==> src/design/gn2d_pkg.sv <==
// Shared constants, types and functions of the 2D gradient noise unit.
package gn2d_pkg;

	localparam int AngleBits = 10;
	localparam int FracBits  = 16;
	localparam int Q14One    = 16384;
	localparam int QuarterSteps = 1 << (AngleBits - 2);

	localparam logic [1:0] RegFirst  = 2'd0;
	localparam logic [1:0] RegSecond = 2'd1;
	localparam logic [1:0] RegThird  = 2'd2;

	typedef logic signed [15:0] grad_t;

	// Gradient table: (cos, sin) in Q1.14 for each hash angle index.
	typedef struct packed {
		grad_t gx;
		grad_t gy;
	} grad_pair_t;

	typedef logic [QuarterSteps-1:0][14:0] sine_tab_t;

	function automatic logic [14:0] quarter_sine(input logic [14:0] u);
		logic [29:0] uu;
		logic [15:0] t2;
		logic signed [31:0] acc;
		logic signed [47:0] p;
		uu = u * u;
		t2 = uu[29:14];
		acc = 32'sd77;
		p = acc * $signed({1'b0, t2});
		acc = 32'sd1306 - 32'(p >>> 14);
		p = acc * $signed({1'b0, t2});
		acc = 32'sd10583 - 32'(p >>> 14);
		p = acc * $signed({1'b0, t2});
		acc = 32'sd25738 - 32'(p >>> 14);
		p = acc * $signed({1'b0, u});
		return 15'(p >>> 14);
	endfunction

	function automatic sine_tab_t build_sine_tab();
		sine_tab_t t;
		for (int k = 0; k < QuarterSteps; k++) begin
			t[k] = quarter_sine(15'(k << (16 - AngleBits)));
		end
		return t;
	endfunction

	// Quarter-wave sine at every angle step inside one quadrant.
	localparam sine_tab_t SineTab = build_sine_tab();

	function automatic grad_pair_t grad_lookup(input logic [AngleBits-1:0] idx);
		logic [AngleBits-3:0] k;
		logic [AngleBits-3:0] kc;
		grad_t sr;
		grad_t sc;
		grad_pair_t g;
		k = idx[AngleBits-3:0];
		kc = -k;
		sr = $signed({1'b0, SineTab[k]});
		// The complement of step zero is a full quarter turn, just past the table.
		if (k == '0) begin
			sc = grad_t'(Q14One);
		end else begin
			sc = $signed({1'b0, SineTab[kc]});
		end
		case (idx[AngleBits-1 -: 2])
			2'd0: begin g.gx = sc;  g.gy = sr;  end
			2'd1: begin g.gx = -sr; g.gy = sc;  end
			2'd2: begin g.gx = -sc; g.gy = -sr; end
			default: begin g.gx = sr; g.gy = -sc; end
		endcase
		return g;
	endfunction

endpackage

==> src/design/gn2d_hash.sv <==
// Three-stage corner hash and gradient lookup for one lattice corner.
module gn2d_hash (
	input  logic clk,
	input  logic en,
	input  logic [31:0] ix,
	input  logic [31:0] iy,
	input  logic [31:0] mul_a,
	input  logic [31:0] mul_b,
	input  logic [31:0] mul_c,
	output gn2d_pkg::grad_pair_t grad
);
	import gn2d_pkg::*;

	logic [31:0] a_s1, iy_s1;
	logic [31:0] a_s2, b_s2;
	logic [31:0] h_s3;
	logic [31:0] b_mix;
	logic [31:0] a_mix;

	assign b_mix = iy_s1 ^ {a_s1[15:0], a_s1[31:16]};
	assign a_mix = a_s2 ^ {b_s2[15:0], b_s2[31:16]};
	assign grad = grad_lookup(h_s3[31 -: AngleBits]);

	always_ff @(posedge clk) begin
		if (en) begin
			a_s1  <= 32'(ix * mul_a);
			iy_s1 <= iy;
			a_s2  <= a_s1;
			b_s2  <= 32'(b_mix * mul_b);
			h_s3  <= 32'(a_mix * mul_c);
		end
	end
endmodule

==> config.mk <==
export PLATFORM = sky130hd
export DESIGN_NAME = gn2d_hash
export DESIGN_NICKNAME = d
export VERILOG_FILES = /design/src/design/gn2d_pkg.sv /design/src/design/gn2d_hash.sv
export SDC_FILE = /design/constraint.sdc
export NUM_CORES = 2
export LEC_CHECK = 0
export ABC_AREA = 1
export BUFFER_PORTS_ARGS = -buffer_cell sky130_fd_sc_hd__buf_2
export CELL_PAD_IN_SITES_DETAIL_PLACEMENT = 0
export CELL_PAD_IN_SITES_GLOBAL_PLACEMENT = 1
export CORE_ASPECT_RATIO = 1.1
export CORE_MARGIN = 2
export CORE_UTILIZATION = 45
export DETAILED_ROUTE_END_ITERATION = 10
export GPL_TIMING_DRIVEN = 0
export PLACE_DENSITY_LB_ADDON = 0.1
export SLEW_MARGIN = 10
export SYNTH_ARGS = -nofsm -noshare
export SYNTH_HDL_FRONTEND = slang
export SYNTH_SLANG_ARGS = --single-unit
==> constraint.sdc <==
create_clock -name clk -period 18.5 [get_ports clk]
set_input_delay 2.775 -clock clk [delete_from_list [all_inputs] [get_ports clk]]
set_output_delay 2.775 -clock clk [all_outputs]
set_load 0.005 [all_outputs]
==> flow_results.org <==
** Run status
- Outcome :: complete, no violations

** Global routing
- Number of global-route vias before repair :: 57,400
- Wire length of the first global-routing pass :: 357 mm
- Global routing finished with a remaining overflow of 0.
- In the global route stage, overall resource usage came out at 0.342.
- The number of antenna violations at the first check in global routing was 6.
- Pin count of the biggest net entering global routing :: 97

** Floorplan
- The die covers 0.141 mm².
- I/O pin cnt :: 194
- The total area inside the core boundary comes to 0.138 mm².
- In this run the vertical extent of the chip is 394 µm.
- Row count :: 143
- Chip width :: 359 µm
- Initial cell density of the core :: 0.452

** Synthesis
- Flip-flop cell with the highest count after synthesis :: sky130_fd_sc_hd__edfxtp_1
- In this run, synthesis inferred 138 flip-flops with an integrated enable.
- Proportion of synthesized chip area in sequential cells :: 0.0714
- Post-synthesis sequential element count :: 153
- Counting flops with an async set or reset pin after synthesis yields a share of 0.
- Net count of the mapped netlist :: 10,300
- For this run, the number of Yosys warnings is 0.
- Cells after Synth :: 8,470
- Each instance of the synthesized netlist takes up on average 7.35 µm².
- Number of distinct library cell variants in the gate-level netlist after synthesis :: 52
- Cell area after technology mapping :: 0.0623 mm²

** STA
- The hold violation total from the final report came to 0.
- Final total negative setup slack :: 0 ns
- Share of the clock period used by the worst path :: 0.676
- Highest clock frequency the design can meet :: 80.0 MHz
- The number of max-slew violations in the final report was 0.
- Slew HR :: 0.321
- Setup violations remaining at the end of the flow were counted as 0.
- Least-Margin Pin Slew :: 1.02 ns
- RSZ-0062 raised after global routing :: false
- On the final layout, the worst clock skew is 0.0154 ns.
- The worst path needs 12.50 ns of the cycle, external delays included.

** Route
- The count of nets left with antenna violations once routing finished came out at 0.
- For this run, design rule violations remaining after detail routing come to 0.
- Dividing the detail-routed via count by the number of cells gives 5.28.
- Vias post-DR :: 55,300
- Dividing the detail-routed wire length by the instance count gives 22.7 µm.
- After detailed routing, the total wire length is 237 mm.
- The pre-antenna-repair detailed-routing pass consisted of 6 iterations.
- DRC marker count from the first detailed-route iteration :: 4,661

** Critical path
- For the worst setup path, the data required time is 18.84 ns.
- Startpoint-to-endpoint class of the critical path :: in2reg
- STA classifies the critical path startpoint as a primary input.
- Endpoint arrival time on the critical path :: 12.84 ns
- The worst setup path is captured at a flop.
- By instance count, the cell type seen most on the critical path is sky130_fd_sc_hd__fa_1.
- Slowest stage cell on the critical path :: sky130_fd_sc_hd__clkbuf_1
- Of all nets on the critical path, the largest fanout is 14.
- Largest stage delay, worst path :: 0.60 ns

** Finish
- Non-Filler Instances :: 10,500
- In the final layout, the share of cells above drive strength 1 is 0.0417.
- After filler insertion, the fill cell instance count of the layout stands at 14,400.
- Final nets :: 10,400
- P&R area growth vs syn :: 5.88%

** Clock network
- Buffers inserted during clock tree synthesis total 17.
- In this run the post-CTS setup repair buffer count came out at 0.
- Insertion delay to the later sink of the worst-skew pair :: 0.47 ns
- Number of gates resized after CTS :: 0
- The clock tree synthesis step divided the H-tree into 4 levels.
- Max Buffers Root-to-Sink :: 2
- CTS Root Cell :: sky130_fd_sc_hd__clkbuf_16
- TritonCTS clock tree :: yes
- The tree built by TritonCTS fans out to 153 sinks.
- Post-cts hold buffer count :: 0
- Clock Pin Slew Worst Setup and Hold Paths :: 0.07 ns

** Min path
- HP Class :: reg2reg

** Place
- Routability-driven placement congestion ratio :: 1.02
- Port Buffer Count :: 154
- Once detailed placement completed, the half-perimeter wirelength came to 201 mm.
- After detailed placement, the design holds a cell count of 10,400.

** Run
- MaxCap Viol Count :: 0
-- stage by stage --
stage               cell area (µm²)  hold slack (ns)  setup slack, ns  utilization
floorplan                     62300            0.442             8.32            -
global placement              65300            0.453             5.71        0.474
detailed placement            65300            0.461             5.83        0.474
CTS                           65900            0.477             6.31        0.478
global route                  65900            0.483             5.62        0.478
finish                        65900            0.476             6.00        0.478
-- final cells by class --
class / instances / area (µm²) / area share
Multi-Input combinational cell: 5803 / 48200 / 0.731
Inverter: 2175 / 8160 / 0.124
Sequential cell: 153 / 4440 / 0.0674
Tap cell: 1812 / 2270 / 0.0344
Buffer: 339 / 1450 / 0.0219
Timing Repair Buffer: 155 / 805 / 0.0122
Clock buffer: 17 / 425 / 0.00645
Clock inverter: 14 / 161 / 0.00245
Antenna cell: 2 / 5.00 / 0.0000759
-- cells in the final DEF (no fill, tap or decap), types with 10 or more instances in the layout --
cell type,n
sky130_fd_sc_hd__dfxtp_1,15
sky130_fd_sc_hd__nor2_2,10
sky130_fd_sc_hd__nor3_1,13
sky130_fd_sc_hd__nor2_1,671
sky130_fd_sc_hd__buf_2,213
sky130_fd_sc_hd__ha_1,414
sky130_fd_sc_hd__xor2_1,138
sky130_fd_sc_hd__nand3_1,391
sky130_fd_sc_hd__o21ai_1,20
sky130_fd_sc_hd__edfxtp_1,138
sky130_fd_sc_hd__o21ai_0,145
sky130_fd_sc_hd__xnor2_1,111
sky130_fd_sc_hd__clkbuf_16,17
sky130_fd_sc_hd__inv_1,2144
sky130_fd_sc_hd__a21oi_1,142
sky130_fd_sc_hd__o211ai_1,24
sky130_fd_sc_hd__nand4_1,42
sky130_fd_sc_hd__or2_2,55
sky130_fd_sc_hd__buf_1,25
sky130_fd_sc_hd__nand2_1,2302
sky130_fd_sc_hd__clkbuf_1,237
sky130_fd_sc_hd__buf_6,10
sky130_fd_sc_hd__clkinv_1,25
sky130_fd_sc_hd__fa_1,1223
sky130_fd_sc_hd__a31oi_1,11
sky130_fd_sc_hd__nand3_2,10
-- cells in the mapped netlist, types with 9 or more instances --
cell type                  instances  area [µm²]
sky130_fd_sc_hd__xnor2_1         111         972
sky130_fd_sc_hd__xor2_1          138        1210
sky130_fd_sc_hd__o21bai_1          9        67.6
sky130_fd_sc_hd__dfxtp_1          15         300
sky130_fd_sc_hd__a21oi_1         142         711
sky130_fd_sc_hd__edfxtp_1        138        4140
sky130_fd_sc_hd__nor3_1           13        65.1
sky130_fd_sc_hd__or2_2            55         344
sky130_fd_sc_hd__nand3_1         391        1960
sky130_fd_sc_hd__o21ai_1          20         100
sky130_fd_sc_hd__buf_1            25        93.8
sky130_fd_sc_hd__buf_6             9         101
sky130_fd_sc_hd__clkinv_1         24        90.1
sky130_fd_sc_hd__inv_1          2144        8050
sky130_fd_sc_hd__nand2_1        2302        8640
sky130_fd_sc_hd__a31oi_1          11        68.8
sky130_fd_sc_hd__nand3_2          10         100
sky130_fd_sc_hd__buf_2            60         300
sky130_fd_sc_hd__nand4_1          42         263
sky130_fd_sc_hd__clkbuf_1        237         890
sky130_fd_sc_hd__ha_1            414        5180
sky130_fd_sc_hd__fa_1           1223       24500
sky130_fd_sc_hd__nor2_2           10        62.6
sky130_fd_sc_hd__nor2_1          671        2520
sky130_fd_sc_hd__o22ai_1           9        56.3
sky130_fd_sc_hd__o21ai_0         145         726
sky130_fd_sc_hd__o211ai_1         24         180
-- worst paths after layout --
| kind | from | to | slack, ns | depth (start not counted) |
|---|---|---|---|---|
| max | mul_c[2] | flop | 6.00 | 35 |
| max reg2reg | b_s2[24] | flop | 7.49 | 35 |
| min | a_s1[16] | a_s2[16] | 0.48 | 0 |
| min reg2reg | a_s1[16] | a_s2[16] | 0.48 | 0 |
-- worst max-delay path, delay by kind of cell --
family / cells / cell delay (ns)
buffers and inverters: 8 / 1.76
adders and majority gates: 10 / 4.85
AOI/OAI and AO/OA: 3 / 0.50
and+or+nand+nor: 14 / 2.92
-- logic make-up after synthesis --
group / count (synthesis) / synth area share
and+or+nand+nor: 3529 / 0.228
buffers and inverters: 2514 / 0.154
adders and majority gates: 1637 / 0.476
AOI/OAI and AO/OA: 388 / 0.0344
xor gates and xnor gates: 249 / 0.0350
DFF: 153 / 0.0714
-- flip-flops by register name (all words and copies together), names as in the netlist, named ones only --
| name | flops |
|---|---|
| a_s1 | 32 |
| a_s2 | 32 |
| b_s2 | 32 |
| iy_s1 | 32 |
| h_s3 | 10 |
-- layer usage --
metal  vias to the layer above  global-route usage  share of wire
met4                         0               0.157          0.054
met2                      2323               0.552           0.46
met1                     27600               0.460           0.41
met5                         -                   0              0
li1                      24900                   -              -
met3                       528              0.0398          0.069
Power is not shown: default switching activity piles up to over one toggle a cycle in this logic, so the estimate is an artifact.
